`config.mk`:
```
export PLATFORM = sky130hd
export DESIGN_NAME = ps2_mouse_packet_cursor_tracker_flat
export DESIGN_NICKNAME = d
export VERILOG_FILES = /design/src/hw/rtl/ps2mt_pkg.sv /design/src/hw/rtl/ps2mt_chan_if.sv /design/src/hw/rtl/ps2_mouse_packet_cursor_tracker.sv /design/src/hw/rtl/ps2mt_front.sv /design/src/hw/rtl/ps2mt_queue.sv /design/src/hw/rtl/ps2mt_back.sv /design/src/flat_wrapper.sv
export SDC_FILE = /design/constraint.sdc
export NUM_CORES = 1
export LEC_CHECK = 0
export ABC_AREA = 1
export BUFFER_PORTS_ARGS = -buffer_cell sky130_fd_sc_hd__clkbuf_2
export CAP_MARGIN = 30
export CORE_ASPECT_RATIO = 0.9
export CORE_MARGIN = 2
export CORE_UTILIZATION = 35
export DETAILED_ROUTE_END_ITERATION = 6
export PLACE_DENSITY = 0.59
export RECOVER_POWER = 100
export SLEW_MARGIN = 20
export SYNTH_ARGS = -nofsm -noshare
export SYNTH_HDL_FRONTEND = slang
export SYNTH_HIERARCHICAL = 1
export SYNTH_SLANG_ARGS = --single-unit
```
`constraint.sdc`:
```
create_clock -name clk -period 5.9 [get_ports clk]
set_input_delay 1.18 -clock clk [delete_from_list [all_inputs] [get_ports clk]]
set_output_delay 1.18 -clock clk [all_outputs]
set_load 0.02 [all_outputs]
```
`src/hw/rtl/ps2mt_pkg.sv`:
```
// ----------------------------------------------------------------------------
// ps2mt_pkg
// Shared types and constants for the PS/2 mouse packet cursor tracker.
// ----------------------------------------------------------------------------
package ps2mt_pkg;

  // register file
  localparam int PS2MT_ADDR_W = 3;
  localparam int PS2MT_DATA_W = 32;
  localparam logic PS2MT_REG_COLUMNS = 1'b0;
  localparam logic PS2MT_REG_ROWS = 1'b1;
  localparam logic [7:0] PS2MT_RESET_COLUMNS = 8'd80;
  localparam logic [7:0] PS2MT_RESET_ROWS = 8'd25;

  // cursor home position
  localparam logic [7:0] PS2MT_RESET_COL = 8'd40;
  localparam logic [7:0] PS2MT_RESET_ROW = 8'd12;

  // packet assembly
  localparam logic [1:0] PS2MT_FIRST_PHASE = 2'd0;
  localparam logic [1:0] PS2MT_LAST_PHASE = 2'd2;
  localparam logic [2:0] PS2MT_BUTTON_MASK = 3'b111;

  // queue between packet assembly and cursor update
  localparam int PS2MT_QUEUE_DEPTH = 2;

  typedef struct packed {
    logic [7:0] screen_columns;
    logic [7:0] screen_rows;
  } cfg_t;

  typedef struct packed {
    logic [7:0] byte0;
    logic [7:0] dx;
    logic [7:0] dy;
  } packet_t;

  typedef struct packed {
    logic [7:0] cursor_col;
    logic [7:0] cursor_row;
    logic [7:0] old_col;
    logic [7:0] old_row;
    logic [2:0] button_state;
    logic [2:0] pressed_mask;
    logic [2:0] released_mask;
    logic       cursor_moved;
  } update_t;

endpackage

```
`src/hw/rtl/ps2mt_chan_if.sv`:
```
// ----------------------------------------------------------------------------
// ps2mt channel interfaces
// Valid/ready channels for controller bytes in and cursor reports out.
// ----------------------------------------------------------------------------
interface ps2mt_byte_if;
  logic       valid;
  logic       ready;
  logic [7:0] rx_byte;
  logic       aux_data;

  modport source (output valid, rx_byte, aux_data, input ready);
  modport sink (input valid, rx_byte, aux_data, output ready);
endinterface

interface ps2mt_report_if;
  logic        valid;
  logic        ready;
  logic [7:0]  cursor_col;
  logic [7:0]  cursor_row;
  logic [2:0]  button_state;
  logic [2:0]  pressed_mask;
  logic [2:0]  released_mask;
  logic        cursor_moved;
  logic [15:0] old_cell_index;
  logic [15:0] new_cell_index;

  modport source (
    output valid, cursor_col, cursor_row, button_state, pressed_mask,
           released_mask, cursor_moved, old_cell_index, new_cell_index,
    input  ready
  );
  modport sink (
    input  valid, cursor_col, cursor_row, button_state, pressed_mask,
           released_mask, cursor_moved, old_cell_index, new_cell_index,
    output ready
  );
endinterface

```
`src/hw/rtl/ps2_mouse_packet_cursor_tracker.sv`:
```
// ----------------------------------------------------------------------------
// ps2_mouse_packet_cursor_tracker
// PS/2 mouse three-byte packet decoder with text-cursor tracking.
// ----------------------------------------------------------------------------
// a packet's last byte passes through the update register and then the output register into a report
// throughput: one word per cycle while the packet queue has room, set by the cursor add/clamp loop
// reset: cursor at column 40 row 12, 80x25 screen, no buttons, packet position 0
// the packet queue and both back stages come out of reset empty
module ps2_mouse_packet_cursor_tracker #(
  parameter int QUEUE_DEPTH = ps2mt_pkg::PS2MT_QUEUE_DEPTH
) (
  input  logic                          clk,
  input  logic                          rst,
  ps2mt_byte_if.sink                    bytes,
  ps2mt_report_if.source                reports,
  input  logic                          psel,
  input  logic                          penable,
  input  logic                          pwrite,
  input  logic [ps2mt_pkg::PS2MT_ADDR_W-1:0] paddr,
  input  logic [ps2mt_pkg::PS2MT_DATA_W-1:0] pwdata,
  output logic [ps2mt_pkg::PS2MT_DATA_W-1:0] prdata,
  output logic                          pready
);

  ps2mt_pkg::cfg_t    cfg;
  ps2mt_pkg::packet_t push_pkt;
  ps2mt_pkg::packet_t pop_pkt;
  logic               push_valid;
  logic               push_ready;
  logic               pop_valid;
  logic               pop_ready;
  logic               reg_write;
  logic               reg_sel;

  // register port
  assign pready = 1'b1;
  assign reg_write = psel && penable && pwrite && pready;
  assign reg_sel = paddr[2];

  always_ff @(posedge clk) begin
    if (rst) begin
      cfg.screen_columns <= ps2mt_pkg::PS2MT_RESET_COLUMNS;
      cfg.screen_rows <= ps2mt_pkg::PS2MT_RESET_ROWS;
    end else if (reg_write) begin
      unique case (reg_sel)
        ps2mt_pkg::PS2MT_REG_COLUMNS: cfg.screen_columns <= pwdata[7:0];
        ps2mt_pkg::PS2MT_REG_ROWS:    cfg.screen_rows <= pwdata[7:0];
        default: ;
      endcase
    end
  end

  always_comb begin
    unique case (reg_sel)
      ps2mt_pkg::PS2MT_REG_COLUMNS: prdata = {24'd0, cfg.screen_columns};
      ps2mt_pkg::PS2MT_REG_ROWS:    prdata = {24'd0, cfg.screen_rows};
      default:                      prdata = '0;
    endcase
  end

  // packet assembly
  ps2mt_front u_front (
    .clk        (clk),
    .rst        (rst),
    .bytes      (bytes),
    .push_pkt   (push_pkt),
    .push_valid (push_valid),
    .push_ready (push_ready)
  );

  // packet queue
  ps2mt_queue #(
    .DEPTH (QUEUE_DEPTH)
  ) u_queue (
    .clk        (clk),
    .rst        (rst),
    .push_pkt   (push_pkt),
    .push_valid (push_valid),
    .push_ready (push_ready),
    .pop_pkt    (pop_pkt),
    .pop_valid  (pop_valid),
    .pop_ready  (pop_ready)
  );

  // cursor update and report
  ps2mt_back u_back (
    .clk       (clk),
    .rst       (rst),
    .cfg       (cfg),
    .pkt       (pop_pkt),
    .pkt_valid (pop_valid),
    .pkt_ready (pop_ready),
    .reports   (reports)
  );

  // a moved cursor's column lies on screen
  assert property (@(posedge clk) disable iff (rst)
    (reports.valid && reports.cursor_moved) |->
      ((cfg.screen_columns == 8'd0) ? (reports.cursor_col == 8'd0)
                                    : (reports.cursor_col < cfg.screen_columns)))
    else $error("cursor column off screen after move");

  // no movement keeps the highlighted cell
  assert property (@(posedge clk) disable iff (rst)
    (reports.valid && !reports.cursor_moved) |->
      (reports.old_cell_index == reports.new_cell_index))
    else $error("cell changed without movement");

  // edge masks are disjoint and press edges follow the button state
  assert property (@(posedge clk) disable iff (rst)
    reports.valid |->
      (((reports.pressed_mask & reports.released_mask) == 3'd0) &&
       ((reports.pressed_mask & ~reports.button_state) == 3'd0)))
    else $error("inconsistent button edge masks");

  // a packet byte is never taken while the queue is full
  assert property (@(posedge clk) disable iff (rst)
    (bytes.valid && bytes.ready) |-> push_ready)
    else $error("word taken with packet queue full");

endmodule

```
`src/hw/rtl/ps2mt_front.sv`:
```
// ----------------------------------------------------------------------------
// ps2mt_front
// Filters mouse bytes and assembles them into three-byte packets.
// ----------------------------------------------------------------------------
module ps2mt_front (
  input  logic               clk,
  input  logic               rst,
  ps2mt_byte_if.sink         bytes,
  output ps2mt_pkg::packet_t push_pkt,
  output logic               push_valid,
  input  logic               push_ready
);

  logic [1:0] byte_phase;
  logic [1:0] byte_phase_next;
  logic [7:0] byte0;
  logic [7:0] byte1;
  logic       take;

  // a word is taken only when a completed packet could be queued
  assign bytes.ready = push_ready;
  assign take = bytes.valid && bytes.ready && bytes.aux_data;

  // third byte goes straight into the queue with the two held ones
  assign push_valid = bytes.valid && bytes.aux_data &&
                      (byte_phase == ps2mt_pkg::PS2MT_LAST_PHASE);
  assign push_pkt = '{byte0: byte0, dx: byte1, dy: bytes.rx_byte};

  // packet position
  always_comb begin
    byte_phase_next = byte_phase;
    if (take) begin
      if (byte_phase >= ps2mt_pkg::PS2MT_LAST_PHASE) begin
        byte_phase_next = ps2mt_pkg::PS2MT_FIRST_PHASE;
      end else begin
        byte_phase_next = byte_phase + 2'd1;
      end
    end
  end

  always_ff @(posedge clk) begin
    if (rst) begin
      byte_phase <= ps2mt_pkg::PS2MT_FIRST_PHASE;
    end else begin
      byte_phase <= byte_phase_next;
    end
  end

  // held packet bytes
  always_ff @(posedge clk) begin
    if (take && (byte_phase == 2'd0)) begin
      byte0 <= bytes.rx_byte;
    end
    if (take && (byte_phase == 2'd1)) begin
      byte1 <= bytes.rx_byte;
    end
  end

endmodule

```
`src/hw/rtl/ps2mt_queue.sv`:
```
// ----------------------------------------------------------------------------
// ps2mt_queue
// Short packet queue between packet assembly and cursor update.
// ----------------------------------------------------------------------------
module ps2mt_queue #(
  parameter int DEPTH = ps2mt_pkg::PS2MT_QUEUE_DEPTH
) (
  input  logic               clk,
  input  logic               rst,
  input  ps2mt_pkg::packet_t push_pkt,
  input  logic               push_valid,
  output logic               push_ready,
  output ps2mt_pkg::packet_t pop_pkt,
  output logic               pop_valid,
  input  logic               pop_ready
);

  localparam int PTR_W = $clog2(DEPTH);
  localparam int CNT_W = $clog2(DEPTH + 1);
  localparam logic [PTR_W-1:0] LAST_PTR = PTR_W'(DEPTH - 1);
  localparam logic [CNT_W-1:0] FULL_CNT = CNT_W'(DEPTH);

  ps2mt_pkg::packet_t entries [DEPTH];
  logic [PTR_W-1:0] wr_ptr;
  logic [PTR_W-1:0] rd_ptr;
  logic [CNT_W-1:0] count;
  logic             do_push;
  logic             do_pop;

  assign push_ready = (count != FULL_CNT);
  assign pop_valid = (count != '0);
  assign pop_pkt = entries[rd_ptr];
  assign do_push = push_valid && push_ready;
  assign do_pop = pop_valid && pop_ready;

  // storage
  always_ff @(posedge clk) begin
    if (do_push) begin
      entries[wr_ptr] <= push_pkt;
    end
  end

  // pointers and fill level
  always_ff @(posedge clk) begin
    if (rst) begin
      wr_ptr <= '0;
      rd_ptr <= '0;
      count <= '0;
    end else begin
      if (do_push) begin
        wr_ptr <= (wr_ptr == LAST_PTR) ? '0 : wr_ptr + 1'b1;
      end
      if (do_pop) begin
        rd_ptr <= (rd_ptr == LAST_PTR) ? '0 : rd_ptr + 1'b1;
      end
      if (do_push && !do_pop) begin
        count <= count + 1'b1;
      end else if (do_pop && !do_push) begin
        count <= count - 1'b1;
      end
    end
  end

endmodule

```
`src/hw/rtl/ps2mt_back.sv`:
```
// ----------------------------------------------------------------------------
// ps2mt_back
// Applies packet movement to the cursor and builds the button/cell report.
// ----------------------------------------------------------------------------
module ps2mt_back (
  input  logic               clk,
  input  logic               rst,
  input  ps2mt_pkg::cfg_t    cfg,
  input  ps2mt_pkg::packet_t pkt,
  input  logic               pkt_valid,
  output logic               pkt_ready,
  ps2mt_report_if.source     reports
);

  logic [7:0] cursor_col_reg;
  logic [7:0] cursor_row_reg;
  logic [2:0] last_buttons;

  ps2mt_pkg::update_t upd;
  ps2mt_pkg::update_t upd_next;
  logic               upd_valid;
  logic               out_open;
  logic               upd_open;
  logic               take;

  logic signed [9:0] nx;
  logic signed [9:0] ny;
  logic signed [9:0] col_pos;
  logic signed [9:0] row_pos;
  logic signed [9:0] col_size;
  logic signed [9:0] row_size;
  logic [7:0]        col_new;
  logic [7:0]        row_new;
  logic [2:0]        btn;
  logic              moved;
  logic [15:0]       old_cell;
  logic [15:0]       new_cell;

  assign out_open = !reports.valid || reports.ready;
  assign upd_open = !upd_valid || out_open;
  assign pkt_ready = upd_open;
  assign take = pkt_valid && pkt_ready;

  // movement with clamping, upper bound first and then zero
  always_comb begin
    moved = (pkt.dx != 8'd0) || (pkt.dy != 8'd0);
    col_size = $signed({2'b00, cfg.screen_columns});
    row_size = $signed({2'b00, cfg.screen_rows});
    nx = $signed({2'b00, cursor_col_reg}) + 10'(signed'(pkt.dx));
    ny = $signed({2'b00, cursor_row_reg}) - 10'(signed'(pkt.dy));
    col_pos = (nx >= col_size) ? col_size - 10'sd1 : nx;
    row_pos = (ny >= row_size) ? row_size - 10'sd1 : ny;
    col_new = (col_pos < 10'sd0) ? 8'd0 : col_pos[7:0];
    row_new = (row_pos < 10'sd0) ? 8'd0 : row_pos[7:0];
    btn = pkt.byte0[2:0] & ps2mt_pkg::PS2MT_BUTTON_MASK;
    upd_next.cursor_col = moved ? col_new : cursor_col_reg;
    upd_next.cursor_row = moved ? row_new : cursor_row_reg;
    upd_next.old_col = cursor_col_reg;
    upd_next.old_row = cursor_row_reg;
    upd_next.button_state = btn;
    upd_next.pressed_mask = btn & ~last_buttons;
    upd_next.released_mask = last_buttons & ~btn;
    upd_next.cursor_moved = moved;
  end

  // cursor and button history
  always_ff @(posedge clk) begin
    if (rst) begin
      cursor_col_reg <= ps2mt_pkg::PS2MT_RESET_COL;
      cursor_row_reg <= ps2mt_pkg::PS2MT_RESET_ROW;
      last_buttons <= '0;
    end else if (take) begin
      cursor_col_reg <= upd_next.cursor_col;
      cursor_row_reg <= upd_next.cursor_row;
      last_buttons <= upd_next.button_state;
    end
  end

  // update stage
  always_ff @(posedge clk) begin
    if (rst) begin
      upd_valid <= 1'b0;
    end else if (upd_open) begin
      upd_valid <= take;
    end
  end

  always_ff @(posedge clk) begin
    if (take) begin
      upd <= upd_next;
    end
  end

  // cell indices, row times columns plus column
  assign old_cell = (16'(upd.old_row) * 16'(cfg.screen_columns)) + 16'(upd.old_col);
  assign new_cell = (16'(upd.cursor_row) * 16'(cfg.screen_columns)) + 16'(upd.cursor_col);

  // output register
  always_ff @(posedge clk) begin
    if (rst) begin
      reports.valid <= 1'b0;
    end else if (out_open) begin
      reports.valid <= upd_valid;
    end
  end

  always_ff @(posedge clk) begin
    if (out_open && upd_valid) begin
      reports.cursor_col <= upd.cursor_col;
      reports.cursor_row <= upd.cursor_row;
      reports.button_state <= upd.button_state;
      reports.pressed_mask <= upd.pressed_mask;
      reports.released_mask <= upd.released_mask;
      reports.cursor_moved <= upd.cursor_moved;
      reports.old_cell_index <= old_cell;
      reports.new_cell_index <= new_cell;
    end
  end

endmodule
```
`src/flat_wrapper.sv`:
```
// flat-port wrapper written by rule: the top's interface ports become plain ports
module ps2_mouse_packet_cursor_tracker_flat 
#(
  parameter int QUEUE_DEPTH = ps2mt_pkg::PS2MT_QUEUE_DEPTH
)
  (clk, rst, psel, penable, pwrite, paddr, pwdata, prdata, pready, bytes_valid, bytes_rx_byte, bytes_aux_data, bytes_ready, reports_valid, reports_cursor_col, reports_cursor_row, reports_button_state, reports_pressed_mask, reports_released_mask, reports_cursor_moved, reports_old_cell_index, reports_new_cell_index, reports_ready);
  ps2mt_byte_if bytes_i ();
  ps2mt_report_if reports_i ();
  input  logic clk;
  input  logic rst;
  input  logic psel;
  input  logic penable;
  input  logic pwrite;
  input  logic [ps2mt_pkg::PS2MT_ADDR_W-1:0] paddr;
  input  logic [ps2mt_pkg::PS2MT_DATA_W-1:0] pwdata;
  output logic [ps2mt_pkg::PS2MT_DATA_W-1:0] prdata;
  output logic pready;
  input wire logic [$bits(bytes_i.valid)-1:0] bytes_valid;
  input wire logic [$bits(bytes_i.rx_byte)-1:0] bytes_rx_byte;
  input wire logic [$bits(bytes_i.aux_data)-1:0] bytes_aux_data;
  output wire logic [$bits(bytes_i.ready)-1:0] bytes_ready;
  output wire logic [$bits(reports_i.valid)-1:0] reports_valid;
  output wire logic [$bits(reports_i.cursor_col)-1:0] reports_cursor_col;
  output wire logic [$bits(reports_i.cursor_row)-1:0] reports_cursor_row;
  output wire logic [$bits(reports_i.button_state)-1:0] reports_button_state;
  output wire logic [$bits(reports_i.pressed_mask)-1:0] reports_pressed_mask;
  output wire logic [$bits(reports_i.released_mask)-1:0] reports_released_mask;
  output wire logic [$bits(reports_i.cursor_moved)-1:0] reports_cursor_moved;
  output wire logic [$bits(reports_i.old_cell_index)-1:0] reports_old_cell_index;
  output wire logic [$bits(reports_i.new_cell_index)-1:0] reports_new_cell_index;
  input wire logic [$bits(reports_i.ready)-1:0] reports_ready;
  assign bytes_i.valid = bytes_valid;
  assign bytes_i.rx_byte = bytes_rx_byte;
  assign bytes_i.aux_data = bytes_aux_data;
  assign bytes_ready = bytes_i.ready;
  assign reports_valid = reports_i.valid;
  assign reports_cursor_col = reports_i.cursor_col;
  assign reports_cursor_row = reports_i.cursor_row;
  assign reports_button_state = reports_i.button_state;
  assign reports_pressed_mask = reports_i.pressed_mask;
  assign reports_released_mask = reports_i.released_mask;
  assign reports_cursor_moved = reports_i.cursor_moved;
  assign reports_old_cell_index = reports_i.old_cell_index;
  assign reports_new_cell_index = reports_i.new_cell_index;
  assign reports_i.ready = reports_ready;
  ps2_mouse_packet_cursor_tracker #(.QUEUE_DEPTH(QUEUE_DEPTH)) u_core (.clk(clk), .rst(rst), .bytes(bytes_i), .reports(reports_i), .psel(psel), .penable(penable), .pwrite(pwrite), .paddr(paddr), .pwdata(pwdata), .prdata(prdata), .pready(pready));
endmodule
```
==> Word level (Yosys, flattened, before mapping) <==
Memories as Yosys holds them, arrays and structs flattened. A register that Yosys moved wholly into a read port is not among the register bits.
Cells that the tools add are included.
{ "word_totals": {"ff_bits": 159, "latch_bits": 0, "ram_bits": 48, "rom_bits": 0, "elab_cells": 99, "n_memories": 1} }
{ "memory_table": {"columns": ["memory", "depth", "word_bits", "read_ports", "rd_clocked_by_memory_dff", "wr", "line_no", "rtl"], "rows": [
  ["u_core.u_queue.entries", 2, 24, 1, 1, 1, "ps2mt_queue.sv:23", "ps2mt_pkg::packet_t entries [DEPTH];"]
]} }
{ "classes": {"addsub": 11, "n_mul": 2, "div_mod_pow": 0, "order_cmp": 5, "n_eq_ne": 3, "n_shift": 0, "mux": 16, "bitwise_logic": 5, "reduce_logical": 27} }
{ "op_table": {"columns": ["op", "count"], "rows": [
  ["32-bit one-hot mux with 2 select lines", 1],
  ["16-bit by 8-bit adder with 16-bit output", 2],
  ["8-bit by 8-bit multiplier with 16-bit output", 2],
  ["8-bit 2-to-1 mux", 4],
  ["10-bit by 9-bit greater-or-equal comparator with 1-bit output", 2],
  ["10-bit by 1-bit < comparator with 1-bit output (second input constant)", 2],
  ["10-bit 2-to-1 mux", 2],
  ["8-bit by 1-bit subtractor with 9-bit output (second input constant)", 2],
  ["8-bit nonzero test", 2],
  ["1-bit logical AND", 13],
  ["9-bit by 8-bit adder with 10-bit output", 1],
  ["9-bit by 8-bit subtractor with 10-bit output", 1],
  ["3-bit bitwise AND", 2],
  ["1-bit 2-to-1 mux", 6],
  ["2-bit 2-to-1 mux", 3],
  ["3-bit inverter", 2],
  ["2-bit by 1-bit adder with 2-bit output (second input constant)", 2],
  ["1-bit zero test", 4],
  ["2-bit AND reduction", 2],
  ["2-bit nonzero test", 2],
  ["1-bit logical OR", 3],
  ["1-bit adder (second input constant)", 2],
  ["2-bit by 1-bit == test with 1-bit output (second input constant)", 1],
  ["2-bit == test (second input constant)", 1],
  ["5 further kinds", 5]
]} }

==> Longest topological paths before layout <==
{ "depth": {"ltp_word": 7, "depth_mapped": 24} }

==> Modules after synthesis <==
Netlist, hierarchy kept.
{ "modules_own_cells": {"columns": ["module", "n_inst", "cells_per_inst", "area_per_inst_um2"], "rows": [
  ["ps2mt_back", 1, 1215, 10522.6],
  ["ps2mt_queue", 1, 112, 2077.0],
  ["ps2_mouse_packet_cursor_tracker", 1, 148, 1001.0],
  ["ps2mt_front", 1, 44, 658.1]
]} }

==> Least setup slack after synthesis <==
Ideal clock, no wire load.
{ "synth_path": {"path_kind": "reg2reg", "start": "reg u_core/cfg[13] (netlist name)", "end": "reg u_core/u_back/reports.new_cell_index[14] (netlist bit) (data pin)", "t_arrival_ns": 4.561, "required_time_ns": 5.640, "path_slack_ns": 1.079, "path_stages_with_launch": 20, "n_path_buf": 2, "cell_sequence": "dfxtp_1 > clkbuf_1 > buf_1 > nand2_1 > fa_1 > fa_1 > inv_1 > fa_1 > inv_1 > fa_1 > inv_1 > ha_1 > nand2_1 > o21ai_0 > a21boi_0 > o21ai_0 > a21oi_1 > nor2_1 > nor2_1 > xor2_1"} }
{ "synth_via": {"elab_chain_cells": 2} }
{ "synth_lines": {"columns": ["element", "line_no", "rtl"], "rows": [
  ["8-bit by 8-bit multiplier with 16-bit output", "ps2mt_back.sv:96", "assign new_cell = (16'(upd.cursor_row) * 16'(cfg.screen_columns)) + 16'(upd.cursor_col);"],
  ["16-bit by 8-bit adder with 16-bit output", "ps2mt_back.sv:96", null],
  ["net u_core.u_back.new_cell[14]", "ps2mt_back.sv:37", "logic [15:0] new_cell;"],
  ["end signal, assigned", "ps2mt_back.sv:116", "reports.new_cell_index <= new_cell;"],
  ["end, declared", "ps2mt_chan_if.sv:29", "released_mask, cursor_moved, old_cell_index, new_cell_index,"]
]} }
The timed path passes the listed nets, and every way through them passes these cells.
A chain may end at the register's enable or synchronous reset.

==> Final worst setup path <==
{ "layout_path": {"start": "reg u_core/cfg[12] (netlist name)", "end": "reg u_core/u_back/reports.old_cell_index[15] (netlist bit) (data pin)"} }
{ "layout_via": {"elab_chain_cells": 2} }
{ "layout_lines": {"columns": ["element", "line_no", "rtl"], "rows": [
  ["8-bit by 8-bit multiplier with 16-bit output", "ps2mt_back.sv:95", "assign old_cell = (16'(upd.old_row) * 16'(cfg.screen_columns)) + 16'(upd.old_col);"],
  ["16-bit by 8-bit adder with 16-bit output", "ps2mt_back.sv:95", null],
  ["net u_core.u_back.old_cell[15]", "ps2mt_back.sv:36", "logic [15:0] old_cell;"],
  ["end signal, assigned", "ps2mt_back.sv:115", "reports.old_cell_index <= old_cell;"],
  ["end, declared", "ps2mt_chan_if.sv:29", null]
]} }
The timed path passes the listed nets, and every way through them passes these cells.

==> reports/metrics.yaml <==
floorplanning:
  ios: 144
  dieArea_um2: 40800
  initial_core_util: 0.356
  die_y_um: 192
  die_w_um: 213
  coreArea_um2: 38500
  num_rows: 68
sta:
  grt_setup_unrepaired: "false"
  period_share: 0.851
  tightestPinTransition_ns: 2.11
  slew_violations: 107
  finalHoldViolCount: 0
  whs_ns: 0.416
  fmax_ghz: 0.199
  relSlewSlack: -0.405
  finClkSkew_ns: 0.0126
  min_period_ns: 5.02
  layout_setup_ws_ns: 0.880
  setup_viol: 0
  finalSetupTns_ns: 0
run_status:
  violations: "max-capacitance violations, max-slew violations"
  outcome: "complete, but fails checks"
min_path:
  hold_path.class: "reg2reg"
global_route:
  grt_overflow: 0
  grt_pass1_wl_um: 48500
  grt_pass1_vias: 9429
  grt_max_degree: 37
  antenna_found_initial: 1
  grtUsageTotal: 0.155
critical_path:
  setup.worst_path.class: "reg2reg"
  cp_common_cell: "inv_1"
  critPathRequiredTime_ns: 6.12
  crit_arrival_ns: 5.24
  cp_slowest_stage_delay_ns: 0.90
  worstPathMaxFanout: 17
  crit_chain: "nand2_1 -> fa_1 -> fa_1 -> inv_1 -> fa_1 -> inv_1 -> fa_1 -> inv_1 -> ha_1 -> inv_1 -> nor3_1 -> a21oi_1 -> o21ai_0 -> nand2_1 -> inv_1 -> nor2_1 -> nor2_1 -> nor2_1 -> xor2_1"
  worst-path-buf-inv: 5
  cp-start-kind: "register"
  worst_path_max_delay_cell: "dfxtp_1"
  crit_family: "adder cells"
  endpoint_kind: "register"
synthesis:
  synth_area_um2: 13700
  syn_avg_cell_area_um2: 9.16
  synth_warnings: 6
  synthCells: 1499
placed_design:
  dp_hpwl_um: 22500
  io_buffer_count: 92
  place_congestion: 0.863
  pre_cts_slack_ns: 0.891
  dp.cells: 2073
  dpl_cell_area_um2: 14600
clocking:
  clockBufferDepth: 2
  cts_resized: 0
  post_cts_buffers: 0
  clk_pin_slew_ns: 0.08
  worstSkewPairLatency_ns: 0.46
  cts.sinks: 193
  holdBufCountCts: 0
  cts_buffers: 17
  htreeDepth: 4
  cts_tree: "yes"
  root_buffer: "clkbuf_16"
layout:
  drive_gt1_frac: 0.0557
  top_register: "u_core/u_back/upd"
  finalInstanceArea_um2: 15000
  area_growth_pct: 8.99
  antenna_cells: 0
  nNetsFinal: 1817
  final_cells: 2105
  final_common_cell: "nand2_1"
  top_regs: "u_core/u_back/upd (42), u_core/u_queue/entries (38)"
  largest_reg_flops: 42
  layout_common_cells: "nand2_1 (342), inv_1 (328), edfxtp_1 (149), ha_1 (109)"
routing:
  routed_wl_um: 29900
  final_antenna_net_count: 0
  via_count: 9486
  wl_per_cell_um: 14.2
  post-route-drc-count: 0
  via_per_inst: 4.51
  drt_iter0_markers: 636
  dr.pass1.iters: 5
power:
  p_clk_frac: 0.134
  seq_power_share: 0.297
  irDropWorstVdd_uv: 266
  p_per_area_nw_per_um2: 582
  p_leak_nw: 7.45
  p_int_mw: 4.60
  p_comb_frac: 0.569
  switchingPower_mw: 4.12
  sw_frac_of_total: 0.472
job:
  cap_violations: 4
worst reg2reg max path: cells and delay by family (launching register included):
kind	cells	cell delay (ns)
compound gates	2	0.39
xor+xnor	1	0.13
fa+ha+maj	5	2.44
simple gates	6	0.61
flops	1	0.90
buf+inv	5	0.31
worst paths after layout:
path                                  start                                                 end  slack, ns  cells past startpoint
max             u_core/cfg[12]$_SDFFE_PP1P_  u_core/u_back/reports.old_cell_index[15]$_DFFE_PP_       0.88                     19
min          u_core/u_back/upd[3]$_DFFE_PP_    u_core/u_back/reports.released_mask[2]$_DFFE_PP_       0.42                      0
max reg2reg     u_core/cfg[12]$_SDFFE_PP1P_  u_core/u_back/reports.old_cell_index[15]$_DFFE_PP_       0.88                     19
min reg2reg  u_core/u_back/upd[3]$_DFFE_PP_    u_core/u_back/reports.released_mask[2]$_DFFE_PP_       0.42                      0
layout make-up:
cell class	instances	area [µm²]
fillers	3889	23600
inverters	334	1250
repair buffers	107	454
clock buffers	17	425
flip-flops and latches	193	5360
multi-input cells	914	6660
well taps	525	657
clock inverters	15	165
power groups by stage:
stage / sequential, mW / combinational [mW] / clock, mW
6_report: 2.59 / 4.96 / 1.16
5_1_grt: 2.64 / 5.83 / 1.26
4_1_cts: 2.58 / 5.12 / 1.21
3_5_place_dp: 2.62 / 5.07 / 0
3_3_place_gp: 2.61 / 4.95 / 0
2_1_floorplan: 2.56 / 3.91 / 0
routing by layer:
layer  up-vias  part of all wire  GRT usage
met1      4551              0.47      0.201
li1       4739                 -          -
met4         0             0.014     0.0425
met2       171              0.48      0.265
met5         -                 0          0
met3        25             0.037     0.0281
stage by stage:
step | utilization | power [mW]
2_1_floorplan | - | 6.47
3_3_place_gp | 0.378 | 7.56
3_5_place_dp | 0.378 | 7.68
4_1_cts | 0.394 | 8.91
5_1_grt | 0.388 | 9.73
6_report | 0.388 | 8.72
No activity file was read; power rests on OpenSTA's default activity.
